<file path="src/rtl/mmp_pkg.sv">
`timescale 1ns / 1ps
// ---------------------------------------------------------------------------
// mmp_pkg: shared types and constants of the message parser
// Item types, status and action codes, parser stages and the characters
// that the report format is built from.
// ---------------------------------------------------------------------------
package mmp_pkg;

   // Default limits of the three report fields
   localparam int TOPIC_FIELD_LIMIT_DEF  = 256;
   localparam int LENGTH_FIELD_LIMIT_DEF = 30;
   localparam int PAYLOAD_HEX_LIMIT_DEF  = 1360;

   // Idle timeout after reset, in ticks
   localparam logic [15:0] TIMEOUT_RESET = 16'd300;

   // Smallest field counts (comma included) that can hold a valid field
   localparam int TOPIC_MIN_COMMA  = 4;
   localparam int LENGTH_MIN_COMMA = 7;

   // Characters of the report format
   localparam logic [7:0]  CHAR_COMMA = 8'h2C;
   localparam logic [7:0]  CHAR_QUOTE = 8'h22;
   localparam logic [7:0]  CHAR_PLUS  = 8'h2B;
   localparam logic [7:0]  CHAR_MINUS = 8'h2D;
   localparam logic [7:0]  CHAR_SPACE = 8'h20;
   localparam logic [39:0] TAIL_BYTE  = 40'h2042595445;  // " BYTE"

   typedef enum logic [1:0] {
      ACT_DATA  = 2'd0,
      ACT_BEGIN = 2'd1,
      ACT_END   = 2'd2,
      ACT_TICK  = 2'd3
   } action_type;

   typedef enum logic [3:0] {
      ST_CONSUMED  = 4'd0,
      ST_TOPIC     = 4'd1,
      ST_TOPIC_OK  = 4'd2,
      ST_PAYLOAD   = 4'd3,
      ST_FRAME_OK  = 4'd4,
      ST_BAD_HEX   = 4'd5,
      ST_ERR_FOUND = 4'd6,
      ST_ERR_RPT   = 4'd7,
      ST_OVERFLOW  = 4'd8,
      ST_AFTER     = 4'd9,
      ST_BEGUN     = 4'd10,
      ST_ENDED     = 4'd11,
      ST_TICK      = 4'd12
   } status_type;

   typedef enum logic [2:0] {
      STG_ERROR   = 3'd0,
      STG_TOPIC   = 3'd1,
      STG_LENGTH  = 3'd2,
      STG_PAYLOAD = 3'd3,
      STG_DONE    = 3'd4
   } stage_type;

   typedef enum logic [1:0] {
      PH_SKIP   = 2'd0,
      PH_SIGN   = 2'd1,
      PH_DIGITS = 2'd2,
      PH_DONE   = 2'd3
   } phase_type;

   typedef struct packed {
      action_type  action;
      logic [7:0]  data_byte;
   } item_type;

   typedef struct packed {
      status_type  status;
      logic [7:0]  out_byte;
      logic        last;
      logic        active;
      logic [15:0] declared_length;
   } result_type;

endpackage

</file>
<file path="src/rtl/mmp_if.sv">
`timescale 1ns / 1ps
// ---------------------------------------------------------------------------
// mmp_if: channel interfaces of the message parser
// Request, response and register-write channels, each with valid/ready.
// ---------------------------------------------------------------------------
interface mmp_req_if import mmp_pkg::*; ();
   logic       valid;
   logic       ready;
   action_type action;
   logic [7:0] data_byte;

   modport source (output valid, output action, output data_byte, input ready);
   modport sink   (input valid, input action, input data_byte, output ready);
endinterface

interface mmp_rsp_if import mmp_pkg::*; ();
   logic        valid;
   logic        ready;
   status_type  status;
   logic [7:0]  out_byte;
   logic        last;
   logic        active;
   logic [15:0] declared_length;

   modport source (output valid, output status, output out_byte, output last,
                    output active, output declared_length, input ready);
   modport sink   (input valid, input status, input out_byte, input last,
                    input active, input declared_length, output ready);
endinterface

interface mmp_csr_if import mmp_pkg::*; ();
   logic        valid;
   logic        ready;
   logic [15:0] wdata;

   modport source (output valid, output wdata, input ready);
   modport sink   (input valid, input wdata, output ready);
endinterface

</file>
<file path="src/rtl/modem_mqtt_message_parser_top.sv">
`timescale 1ns / 1ps
// ---------------------------------------------------------------------------
// modem_mqtt_message_parser_top: modem received-message report parser
// Takes report bytes and control actions, streams topic bytes, decodes hex
// payload into bytes and tracks a receive-active flag with idle timeout.
// ---------------------------------------------------------------------------
//  channel | dir | handshake     | payload
//  req_ch  | in  | valid / ready | action, data_byte
//  rsp_ch  | out | valid / ready | status, out_byte, last, active, declared_length
//  csr_ch  | in  | valid / ready | wdata (timeout_ticks)
//
//  One item per cycle while rsp_ch takes results; each item gives exactly one result
//  after acceptance (input register, then result register through the parser).
//  The register write port is always ready.
//  Reset returns the parser to the topic stage and the timeout to 300 ticks.
//  A stalled result holds; one further item waits in the input register.
// ---------------------------------------------------------------------------
module modem_mqtt_message_parser_top import mmp_pkg::*; #(
   parameter int TOPIC_FIELD_LIMIT  = TOPIC_FIELD_LIMIT_DEF,
   parameter int LENGTH_FIELD_LIMIT = LENGTH_FIELD_LIMIT_DEF,
   parameter int PAYLOAD_HEX_LIMIT  = PAYLOAD_HEX_LIMIT_DEF
) (
   input  logic      clock,
   input  logic      reset,
   mmp_req_if.sink   req_ch,
   mmp_rsp_if.source rsp_ch,
   mmp_csr_if.sink   csr_ch
);

   logic        in_valid_ff;
   item_type    in_item_ff;
   logic        out_valid_ff;
   result_type  out_ff;
   result_type  result;
   logic [15:0] timeout_ff;
   logic        advance;

   // Move an item to the result register when that register is free
   assign advance      = in_valid_ff && (!out_valid_ff || rsp_ch.ready);
   assign req_ch.ready = !in_valid_ff || advance;
   assign csr_ch.ready = 1'b1;

   // Timeout register
   always_ff @(posedge clock) begin
      if (reset) begin
         timeout_ff <= TIMEOUT_RESET;
      end else if (csr_ch.valid) begin
         timeout_ff <= csr_ch.wdata;
      end
   end

   // Input register
   always_ff @(posedge clock) begin
      if (reset) begin
         in_valid_ff <= 1'b0;
      end else if (req_ch.valid && req_ch.ready) begin
         in_valid_ff <= 1'b1;
      end else if (advance) begin
         in_valid_ff <= 1'b0;
      end
   end

   always_ff @(posedge clock) begin
      if (req_ch.valid && req_ch.ready) begin
         in_item_ff.action    <= req_ch.action;
         in_item_ff.data_byte <= req_ch.data_byte;
      end
   end

   mmp_parser #(
      .TOPIC_FIELD_LIMIT  (TOPIC_FIELD_LIMIT),
      .LENGTH_FIELD_LIMIT (LENGTH_FIELD_LIMIT),
      .PAYLOAD_HEX_LIMIT  (PAYLOAD_HEX_LIMIT)
   ) u_parser (
      .clock         (clock),
      .reset         (reset),
      .step          (advance),
      .item          (in_item_ff),
      .timeout_ticks (timeout_ff),
      .result        (result)
   );

   // Result register: hold while stalled
   always_ff @(posedge clock) begin
      if (reset) begin
         out_valid_ff <= 1'b0;
      end else if (advance) begin
         out_valid_ff <= 1'b1;
      end else if (rsp_ch.ready) begin
         out_valid_ff <= 1'b0;
      end
   end

   always_ff @(posedge clock) begin
      if (advance) begin
         out_ff <= result;
      end
   end

   assign rsp_ch.valid           = out_valid_ff;
   assign rsp_ch.status          = out_ff.status;
   assign rsp_ch.out_byte        = out_ff.out_byte;
   assign rsp_ch.last            = out_ff.last;
   assign rsp_ch.active          = out_ff.active;
   assign rsp_ch.declared_length = out_ff.declared_length;

endmodule

</file>
<file path="src/rtl/mmp_parser.sv">
`timescale 1ns / 1ps
// ---------------------------------------------------------------------------
// mmp_parser: report parser state and per-item step logic
// Holds the parse state and works out the result of one item
// combinationally; state advances only when step is high.
// ---------------------------------------------------------------------------
module mmp_parser import mmp_pkg::*; #(
   parameter int TOPIC_FIELD_LIMIT  = TOPIC_FIELD_LIMIT_DEF,
   parameter int LENGTH_FIELD_LIMIT = LENGTH_FIELD_LIMIT_DEF,
   parameter int PAYLOAD_HEX_LIMIT  = PAYLOAD_HEX_LIMIT_DEF
) (
   input  logic        clock,
   input  logic        reset,
   input  logic        step,
   input  item_type    item,
   input  logic [15:0] timeout_ticks,
   output result_type  result
);

   localparam int TCW = $clog2(TOPIC_FIELD_LIMIT + 1);
   localparam int LCW = $clog2(LENGTH_FIELD_LIMIT + 1);
   localparam int HCW = $clog2(PAYLOAD_HEX_LIMIT + 1);
   localparam logic [TCW-1:0] TOPIC_LIM  = TCW'(TOPIC_FIELD_LIMIT);
   localparam logic [LCW-1:0] LENGTH_LIM = LCW'(LENGTH_FIELD_LIMIT);
   localparam logic [HCW-1:0] HEX_LIM    = HCW'(PAYLOAD_HEX_LIMIT);
   localparam logic [TCW-1:0] TOPIC_MIN  = TCW'(TOPIC_MIN_COMMA);
   localparam logic [LCW-1:0] LENGTH_MIN = LCW'(LENGTH_MIN_COMMA);

   // Decode one hex character: {bad, nibble}
   function automatic logic [4:0] hex_decode(input logic [7:0] c);
      logic [4:0] r;
      if (c >= 8'h30 && c <= 8'h39) begin
         r = {1'b0, c[3:0]};
      end else if ((c >= 8'h61 && c <= 8'h66) || (c >= 8'h41 && c <= 8'h46)) begin
         r = {1'b0, c[3:0] + 4'd9};
      end else begin
         r = 5'b1_0000;
      end
      return r;
   endfunction

   stage_type      stage_ff, stage_in;
   logic           active_ff, active_in;
   logic [15:0]    idle_ff, idle_in;
   logic [TCW-1:0] topic_cnt_ff, topic_cnt_in;
   logic           first_quote_ff, first_quote_in;
   logic [7:0]     held_ff, held_in;
   logic [LCW-1:0] len_cnt_ff, len_cnt_in;
   logic [39:0]    tail_ff, tail_in;
   phase_type      phase_ff, phase_in;
   logic           neg_ff, neg_in;
   logic [15:0]    len_val_ff, len_val_in;
   logic [HCW-1:0] hex_cnt_ff, hex_cnt_in;
   logic [3:0]     high_nib_ff, high_nib_in;
   logic           hex_bad_ff, hex_bad_in;

   logic [TCW-1:0] topic_next;
   logic [LCW-1:0] len_next;
   logic [HCW-1:0] hex_next;
   logic [19:0]    acc;
   logic [15:0]    acc_sat;
   logic [4:0]     hex_dec;
   logic [7:0]     b;
   logic           is_digit, is_space;
   logic           do_clear, to_error, set_active;
   status_type     status;
   logic [7:0]     out_byte;
   logic           last;

   assign b          = item.data_byte;
   assign topic_next = topic_cnt_ff + TCW'(1);
   assign len_next   = len_cnt_ff + LCW'(1);
   assign hex_next   = hex_cnt_ff + HCW'(1);
   assign is_digit   = (b >= 8'h30) && (b <= 8'h39);
   assign is_space   = (b == CHAR_SPACE) || ((b >= 8'd9) && (b <= 8'd13));
   assign acc        = ({4'd0, len_val_ff} << 3) + ({4'd0, len_val_ff} << 1)
                       + {16'd0, b[3:0]};
   assign acc_sat    = (acc > 20'hFFFF) ? 16'hFFFF : acc[15:0];
   assign hex_dec    = hex_decode(b);

   // Work out next state and result of the current item
   always_comb begin
      stage_in       = stage_ff;
      active_in      = active_ff;
      idle_in        = idle_ff;
      topic_cnt_in   = topic_cnt_ff;
      first_quote_in = first_quote_ff;
      held_in        = held_ff;
      len_cnt_in     = len_cnt_ff;
      tail_in        = tail_ff;
      phase_in       = phase_ff;
      neg_in         = neg_ff;
      len_val_in     = len_val_ff;
      hex_cnt_in     = hex_cnt_ff;
      high_nib_in    = high_nib_ff;
      hex_bad_in     = hex_bad_ff;
      status         = ST_CONSUMED;
      out_byte       = 8'd0;
      last           = 1'b0;
      do_clear       = 1'b0;
      to_error       = 1'b0;
      set_active     = 1'b0;

      unique case (item.action)
         ACT_BEGIN: begin
            do_clear   = 1'b1;
            set_active = 1'b1;
            idle_in    = 16'd0;
            status     = ST_BEGUN;
         end
         ACT_END: begin
            active_in = 1'b0;
            idle_in   = 16'd0;
            status    = ST_ENDED;
         end
         ACT_TICK: begin
            if (idle_ff != 16'hFFFF) begin
               idle_in = idle_ff + 16'd1;
            end
            status = ST_TICK;
         end
         ACT_DATA: begin
            if (stage_ff == STG_ERROR) begin
               // drop the byte that follows an error
               do_clear = 1'b1;
               status   = ST_ERR_RPT;
            end else begin
               idle_in = 16'd0;
               unique case (stage_ff)
                  STG_TOPIC: begin
                     topic_cnt_in = topic_next;
                     if (topic_next >= TOPIC_LIM) begin
                        do_clear = 1'b1;
                        to_error = 1'b1;
                        status   = ST_ERR_FOUND;
                     end else if (b != CHAR_COMMA) begin
                        // stream topic one byte behind, quotes excluded
                        if (topic_cnt_ff == TCW'(0)) begin
                           first_quote_in = (b == CHAR_QUOTE);
                        end
                        if (topic_cnt_ff >= TCW'(2)) begin
                           out_byte = held_ff;
                           status   = ST_TOPIC;
                        end
                        if (topic_cnt_ff >= TCW'(1)) begin
                           held_in = b;
                        end
                     end else if (topic_next < TOPIC_MIN || !first_quote_ff
                                  || held_ff != CHAR_QUOTE) begin
                        do_clear = 1'b1;
                        to_error = 1'b1;
                        status   = ST_ERR_FOUND;
                     end else begin
                        stage_in = STG_LENGTH;
                        status   = ST_TOPIC_OK;
                     end
                  end
                  STG_LENGTH: begin
                     len_cnt_in = len_next;
                     if (len_next >= LENGTH_LIM) begin
                        do_clear = 1'b1;
                        to_error = 1'b1;
                        status   = ST_ERR_FOUND;
                     end else if (b != CHAR_COMMA) begin
                        tail_in = {tail_ff[31:0], b};
                        // atoi-style number reading
                        case (phase_ff) inside
                           PH_SKIP: begin
                              if (is_space) begin
                                 phase_in = PH_SKIP;
                              end else if (b == CHAR_PLUS || b == CHAR_MINUS) begin
                                 phase_in = PH_SIGN;
                                 if (b == CHAR_MINUS) begin
                                    neg_in = 1'b1;
                                 end
                              end else if (is_digit) begin
                                 phase_in   = PH_DIGITS;
                                 len_val_in = acc_sat;
                              end else begin
                                 phase_in = PH_DONE;
                              end
                           end
                           PH_SIGN, PH_DIGITS: begin
                              if (is_digit) begin
                                 phase_in   = PH_DIGITS;
                                 len_val_in = acc_sat;
                              end else begin
                                 phase_in = PH_DONE;
                              end
                           end
                           default: begin
                              phase_in = phase_ff;
                           end
                        endcase
                     end else if (len_next < LENGTH_MIN || tail_ff != TAIL_BYTE
                                  || neg_ff || len_val_ff == 16'd0) begin
                        do_clear = 1'b1;
                        to_error = 1'b1;
                        status   = ST_ERR_FOUND;
                     end else begin
                        stage_in = STG_PAYLOAD;
                     end
                  end
                  STG_PAYLOAD: begin
                     hex_cnt_in = hex_next;
                     if (hex_next >= HEX_LIM) begin
                        do_clear = 1'b1;
                        status   = ST_OVERFLOW;
                     end else begin
                        if (hex_dec[4]) begin
                           hex_bad_in = 1'b1;
                        end
                        if (hex_next[0]) begin
                           high_nib_in = hex_dec[3:0];
                        end else begin
                           out_byte = {high_nib_ff, hex_dec[3:0]};
                           if (17'(hex_next) >= {len_val_ff, 1'b0}) begin
                              stage_in = STG_DONE;
                              last     = 1'b1;
                              status   = (hex_bad_ff || hex_dec[4]) ? ST_BAD_HEX
                                                                    : ST_FRAME_OK;
                           end else begin
                              status = ST_PAYLOAD;
                           end
                        end
                     end
                  end
                  default: begin
                     // byte after a finished frame
                     active_in = 1'b0;
                     status    = ST_AFTER;
                  end
               endcase
            end
         end
         default: begin
            status = ST_CONSUMED;
         end
      endcase

      // Parser reset: everything but the idle count
      if (do_clear) begin
         stage_in       = to_error ? STG_ERROR : STG_TOPIC;
         active_in      = set_active;
         topic_cnt_in   = '0;
         first_quote_in = 1'b0;
         held_in        = 8'd0;
         len_cnt_in     = '0;
         tail_in        = 40'd0;
         phase_in       = PH_SKIP;
         neg_in         = 1'b0;
         len_val_in     = 16'd0;
         hex_cnt_in     = '0;
         high_nib_in    = 4'd0;
         hex_bad_in     = 1'b0;
      end

      // Idle timeout drops the active flag
      if (idle_in > timeout_ticks) begin
         active_in = 1'b0;
      end

      result.status          = status;
      result.out_byte        = out_byte;
      result.last            = last;
      result.active          = active_in;
      result.declared_length = len_val_in;
   end

   // Parse state registers
   always_ff @(posedge clock) begin
      if (reset) begin
         stage_ff       <= STG_TOPIC;
         active_ff      <= 1'b0;
         idle_ff        <= 16'd0;
         topic_cnt_ff   <= '0;
         first_quote_ff <= 1'b0;
         held_ff        <= 8'd0;
         len_cnt_ff     <= '0;
         tail_ff        <= 40'd0;
         phase_ff       <= PH_SKIP;
         neg_ff         <= 1'b0;
         len_val_ff     <= 16'd0;
         hex_cnt_ff     <= '0;
         high_nib_ff    <= 4'd0;
         hex_bad_ff     <= 1'b0;
      end else if (step) begin
         stage_ff       <= stage_in;
         active_ff      <= active_in;
         idle_ff        <= idle_in;
         topic_cnt_ff   <= topic_cnt_in;
         first_quote_ff <= first_quote_in;
         held_ff        <= held_in;
         len_cnt_ff     <= len_cnt_in;
         tail_ff        <= tail_in;
         phase_ff       <= phase_in;
         neg_ff         <= neg_in;
         len_val_ff     <= len_val_in;
         hex_cnt_ff     <= hex_cnt_in;
         high_nib_ff    <= high_nib_in;
         hex_bad_ff     <= hex_bad_in;
      end
   end

endmodule
</file>
<file path="src/flat_wrapper.sv">
// flat-port wrapper written by rule: the top's interface ports become plain ports
module modem_mqtt_message_parser_top_flat import mmp_pkg::*;
#(
   parameter int TOPIC_FIELD_LIMIT  = TOPIC_FIELD_LIMIT_DEF,
   parameter int LENGTH_FIELD_LIMIT = LENGTH_FIELD_LIMIT_DEF,
   parameter int PAYLOAD_HEX_LIMIT  = PAYLOAD_HEX_LIMIT_DEF
)
  (clock, reset, req_ch_valid, req_ch_action, req_ch_data_byte, req_ch_ready, rsp_ch_valid, rsp_ch_status, rsp_ch_out_byte, rsp_ch_last, rsp_ch_active, rsp_ch_declared_length, rsp_ch_ready, csr_ch_valid, csr_ch_wdata, csr_ch_ready);
  mmp_req_if req_ch_i ();
  mmp_rsp_if rsp_ch_i ();
  mmp_csr_if csr_ch_i ();
  input  logic clock;
  input  logic reset;
  input wire logic [$bits(req_ch_i.valid)-1:0] req_ch_valid;
  input wire logic [$bits(req_ch_i.action)-1:0] req_ch_action;
  input wire logic [$bits(req_ch_i.data_byte)-1:0] req_ch_data_byte;
  output wire logic [$bits(req_ch_i.ready)-1:0] req_ch_ready;
  output wire logic [$bits(rsp_ch_i.valid)-1:0] rsp_ch_valid;
  output wire logic [$bits(rsp_ch_i.status)-1:0] rsp_ch_status;
  output wire logic [$bits(rsp_ch_i.out_byte)-1:0] rsp_ch_out_byte;
  output wire logic [$bits(rsp_ch_i.last)-1:0] rsp_ch_last;
  output wire logic [$bits(rsp_ch_i.active)-1:0] rsp_ch_active;
  output wire logic [$bits(rsp_ch_i.declared_length)-1:0] rsp_ch_declared_length;
  input wire logic [$bits(rsp_ch_i.ready)-1:0] rsp_ch_ready;
  input wire logic [$bits(csr_ch_i.valid)-1:0] csr_ch_valid;
  input wire logic [$bits(csr_ch_i.wdata)-1:0] csr_ch_wdata;
  output wire logic [$bits(csr_ch_i.ready)-1:0] csr_ch_ready;
  assign req_ch_i.valid = req_ch_valid;
  assign req_ch_i.action = req_ch_action;
  assign req_ch_i.data_byte = req_ch_data_byte;
  assign req_ch_ready = req_ch_i.ready;
  assign rsp_ch_valid = rsp_ch_i.valid;
  assign rsp_ch_status = rsp_ch_i.status;
  assign rsp_ch_out_byte = rsp_ch_i.out_byte;
  assign rsp_ch_last = rsp_ch_i.last;
  assign rsp_ch_active = rsp_ch_i.active;
  assign rsp_ch_declared_length = rsp_ch_i.declared_length;
  assign rsp_ch_i.ready = rsp_ch_ready;
  assign csr_ch_i.valid = csr_ch_valid;
  assign csr_ch_i.wdata = csr_ch_wdata;
  assign csr_ch_ready = csr_ch_i.ready;
  modem_mqtt_message_parser_top #(.TOPIC_FIELD_LIMIT(TOPIC_FIELD_LIMIT), .LENGTH_FIELD_LIMIT(LENGTH_FIELD_LIMIT), .PAYLOAD_HEX_LIMIT(PAYLOAD_HEX_LIMIT)) u_core (.clock(clock), .reset(reset), .req_ch(req_ch_i), .rsp_ch(rsp_ch_i), .csr_ch(csr_ch_i));
endmodule
</file>
<file path="config.mk">
export PLATFORM = sky130hd
export DESIGN_NAME = modem_mqtt_message_parser_top_flat
export DESIGN_NICKNAME = d
export VERILOG_FILES = /design/src/rtl/mmp_pkg.sv /design/src/rtl/mmp_if.sv /design/src/rtl/modem_mqtt_message_parser_top.sv /design/src/rtl/mmp_parser.sv /design/src/flat_wrapper.sv
export SDC_FILE = /design/constraint.sdc
export NUM_CORES = 1
export LEC_CHECK = 0
export ABC_AREA = 1
export BUFFER_PORTS_ARGS = -buffer_cell sky130_fd_sc_hd__buf_2
export CAP_MARGIN = 15
export CORE_UTILIZATION = 56
export DETAILED_ROUTE_END_ITERATION = 8
export GPL_TIMING_DRIVEN = 0
export PLACE_DENSITY = 0.77
export SYNTH_ARGS = -nofsm -noshare
export SYNTH_HDL_FRONTEND = slang
export SYNTH_SLANG_ARGS = --single-unit
export TNS_END_PERCENT = 5
</file>
<file path="constraint.sdc">
create_clock -name clock -period 2.9 [get_ports clock]
set_input_delay 0.145 -clock clock [delete_from_list [all_inputs] [get_ports clock]]
set_output_delay 0.145 -clock clock [all_outputs]
set_load 0.02 [all_outputs]
</file>
==> flow_metrics.env <==
export IMPL_p_per_area_mw_per_mm2=448
export IMPL_cts_clk_slew_worst_paths_ns=0.08
export IMPL_postSynthNetCount=1626
export IMPL_power_mw=5.92
export IMPL_num_vias=10900
export IMPL_track_usage=0.305
export IMPL_avgRoutedWirePerCell_um=15.7
export IMPL_htreeDepth=4
export IMPL_final_hold_viol_count=0
export IMPL_rsz0062_at_grt="yes"
export IMPL_dieArea_mm2=0.0199
export IMPL_layout_setup_ws_ns=-0.254
export IMPL_grt_pass1_vias=9961
export IMPL_port_buffer_count=61
export IMPL_grt_pass1_wl_um=48400
export IMPL_async_reset_ff_frac=0
export IMPL_diodes=0
export IMPL_synthFlopType="dfxtp_1"
export IMPL_row_count=50
export IMPL_yosysSeqAreaShare=0.363
export IMPL_clk_path_buf_depth=2
export IMPL_min_period_over_period=1.09
export IMPL_startpoint="u_core.u_parser.idle_ff[0]"
export IMPL_synth_avg_cell_area_um2=7.12
export IMPL_firstDrtPassIters=6
export IMPL_crit_path_start_kind="flip-flop"
export IMPL_synthCells=1518
export IMPL_clkSinkCount=176
export IMPL_ant_nets=0
export IMPL_finalSetupTns_ns=-1.03
export IMPL_clock_latency_ns=0.43
export IMPL_cp_max_fo=4
export IMPL_hp_class="input port to flip-flop"
export IMPL_antenna_found_initial=0
export IMPL_cts_root_buf="clkbuf_16"
export IMPL_gp_congestion=0.958
export IMPL_area_growth_pct=22.3
export IMPL_maxCapViolCount=0
export IMPL_drt_iter0_markers=1072
export IMPL_synth_edf_count=40
export IMPL_hold_start="csr_ch_wdata[9]"
export IMPL_cts_tree="yes"
export IMPL_start_util=0.574
export IMPL_wl_um=30600
export IMPL_worstPathRequired_ns=3.10
export IMPL_yosysUniqueCellTypes=56
export IMPL_skew_ns=0.0127
export IMPL_slew_violations=0
export IMPL_synth_seq_cells=176
export IMPL_io_pins=64
export IMPL_via_per_inst=5.61
export IMPL_tightest_slew_ns=0.981
export IMPL_setup_viol_count_final=18
export IMPL_critPathCaptureType="flip-flop"
export IMPL_nNetsFinal=1781
export IMPL_syn_cell_area_mm2=0.0108
export IMPL_drive_gt1_frac=0.188
export IMPL_period_minus_slack_ns=3.15
export IMPL_status="finished, violations left"
export IMPL_yosysWarningCount=0
export IMPL_die_w_um=141
export IMPL_violations="negative setup slack"
export IMPL_timing_fmax_ghz=0.317
export IMPL_drc_errors=0
export IMPL_core_mm2=0.0188
export IMPL_p_leak_nw=5.73
export IMPL_dpl_hpwl_um=21200
export IMPL_crit_type="flip-flop to flip-flop"
export IMPL_cts_buffers=17
export IMPL_grt_max_degree=40
export IMPL_relSlewSlack=0.346
export IMPL_worstReg2RegStart="u_core.u_parser.idle_ff[0]"
export IMPL_critPathArrivalTime_ns=3.35
export IMPL_grt_overflow=0
export IMPL_die_y_um=141
export IMPL_max_vdd_ir_drop_v=0.000450
[synth_stat cells (2+ instances only)]
library cell,n,area share
a211oi_1,12,0.0083
a21o_1,18,0.013
a21oi_1,168,0.078
a221oi_1,2,0.0016
a31oi_1,6,0.0035
buf_1,2,0.00070
buf_2,10,0.0046
buf_4,6,0.0042
buf_6,4,0.0042
clkbuf_1,34,0.012
dfxtp_1,136,0.25
edfxtp_1,40,0.11
fa_1,2,0.0037
ha_1,75,0.087
inv_1,188,0.065
inv_2,6,0.0021
nand2_1,312,0.11
nand2_2,6,0.0035
nand2_4,3,0.0031
nand3_1,87,0.040
nand3_2,2,0.0019
nand3b_1,2,0.0014
nand4_1,26,0.015
nor2_1,159,0.055
nor2_2,4,0.0023
nor2_4,3,0.0031
nor3_1,20,0.0093
nor4_1,5,0.0029
o2111ai_1,2,0.0016
o211ai_1,8,0.0056
o21a_1,4,0.0028
o21ai_0,118,0.055
o21bai_1,2,0.0014
o311ai_0,2,0.0016
or2_2,5,0.0029
xnor2_1,6,0.0049
xor2_1,14,0.011
[metal layers]
layer	GRT usage	wire [um]	up-vias
met1	0.403	13500	5039
li1	-	-	5361
met5	0	0	-
met3	0.0472	2000	61
met4	0.103	646	0
met2	0.507	14500	450
[cell usage in the layout, fill, tap and decap left out, drive strengths merged, types with 14 or more instances in the layout]
master and instances:
a21oi 170, nor3 21, nor2 166, inv 206
xor2 14, dlygate4sd3 24, dfxtp 136, clkbuf 49
buf 136, ha 75, nand4 27, o21ai 120
nand3 89, nand2 321, edfxtp 40, a21o 18
[per-stage QoR]
step | hold slack [ns] | setup slack, ns | instance area (um^2) | utilization | cells
final | 0.00111 | -0.254 | 13200 | 0.701 | 1946
after CTS | 0.000202 | -0.257 | 12700 | 0.674 | 1921
after global placement | 0.323 | -0.660 | 11500 | 0.610 | 1839
after floorplan | 0.244 | -0.00536 | 10800 | - | 1518
after detailed placement | 0.323 | -0.682 | 11500 | 0.610 | 1839
after global routing | 0.0159 | -0.387 | 13200 | 0.701 | 1946
[flip-flops by register name (all words and copies together) (netlist names), 5 cells and up]
| name | count |
|---|---|
| u_core.u_parser.tail_ff | 40 |
| u_core.u_parser.held_ff | 8 |
| u_core.u_parser.hex_cnt_ff | 11 |
| u_core.u_parser.len_val_ff | 16 |
| u_core.rsp_ch.declared_length | 16 |
| u_core.u_parser.topic_cnt_ff | 9 |
| u_core.timeout_ff | 16 |
| u_core.in_item_ff | 10 |
| u_core.u_parser.len_cnt_ff | 5 |
| u_core.rsp_ch.out_byte | 8 |
| u_core.u_parser.idle_ff | 16 |
[worst paths after layout]
path,endpoint,slack (ns),cells past startpoint
min,u_core.timeout_ff[9],0.001,3
max,u_core.rsp_ch.active,-0.25,21
min reg2reg,u_core.u_parser.high_nib_ff[3],0.45,2
max reg2reg,u_core.rsp_ch.active,-0.25,21
[kinds of logic after synthesis]
logic type | synth area share
AO/OA/AOI/OAI | 0.181
XOR/XNOR | 0.0162
flip-flops | 0.363
other | 0.000347
buffers and inverters | 0.0935
AND/OR/NAND/NOR | 0.255
adder cells (fa/ha/maj) | 0.0906
[worst max-delay path, cell delays in order (launching register included)]
cell and delay [ns]:
dfxtp_4 0.38, ha_4 0.15, inv_4 0.04, nor2_4 0.11
nand2_2 0.06, nor2_2 0.10, inv_2 0.07, nor2_4 0.13
nand2_4 0.09, nor2_4 0.17, nand2_2 0.14, nand2_1 0.10
nand2_1 0.06, a21oi_2 0.19, ha_1 0.19, nand3_2 0.11
o211ai_1 0.19, a21oi_1 0.12, o221ai_2 0.21, o31ai_4 0.12
nand2_1 0.12, inv_2 0.05
[power by group]
part | internal, mW | switching, mW
logic | 0.362 | 0.612
clock network | 1.14 | 1.11
registers | 2.61 | 0.0864
total | 4.11 | 1.81
[final cells by class]
type	instances	area, um^2
Sequential cell	176	3980
Timing Repair Buffer	136	950
Inverter	195	737
Fill cell	1519	5620
Tap cell	260	325
Clock inverter	15	140
Buffer	56	332
Clock buffer	17	425
Multi-Input combinational cell	1091	6320
[repair_timing]
action,4_1_cts,5_1_grt
gates cloned,2,0
endpoints found under the setup margin,93,123
setup buffers,24,25
hold buffers,24,0
gates resized for setup,66,99
hold endpoints to repair,24,0
pin swaps,27,38
Note: power is estimated with default switching activity, not from simulation.
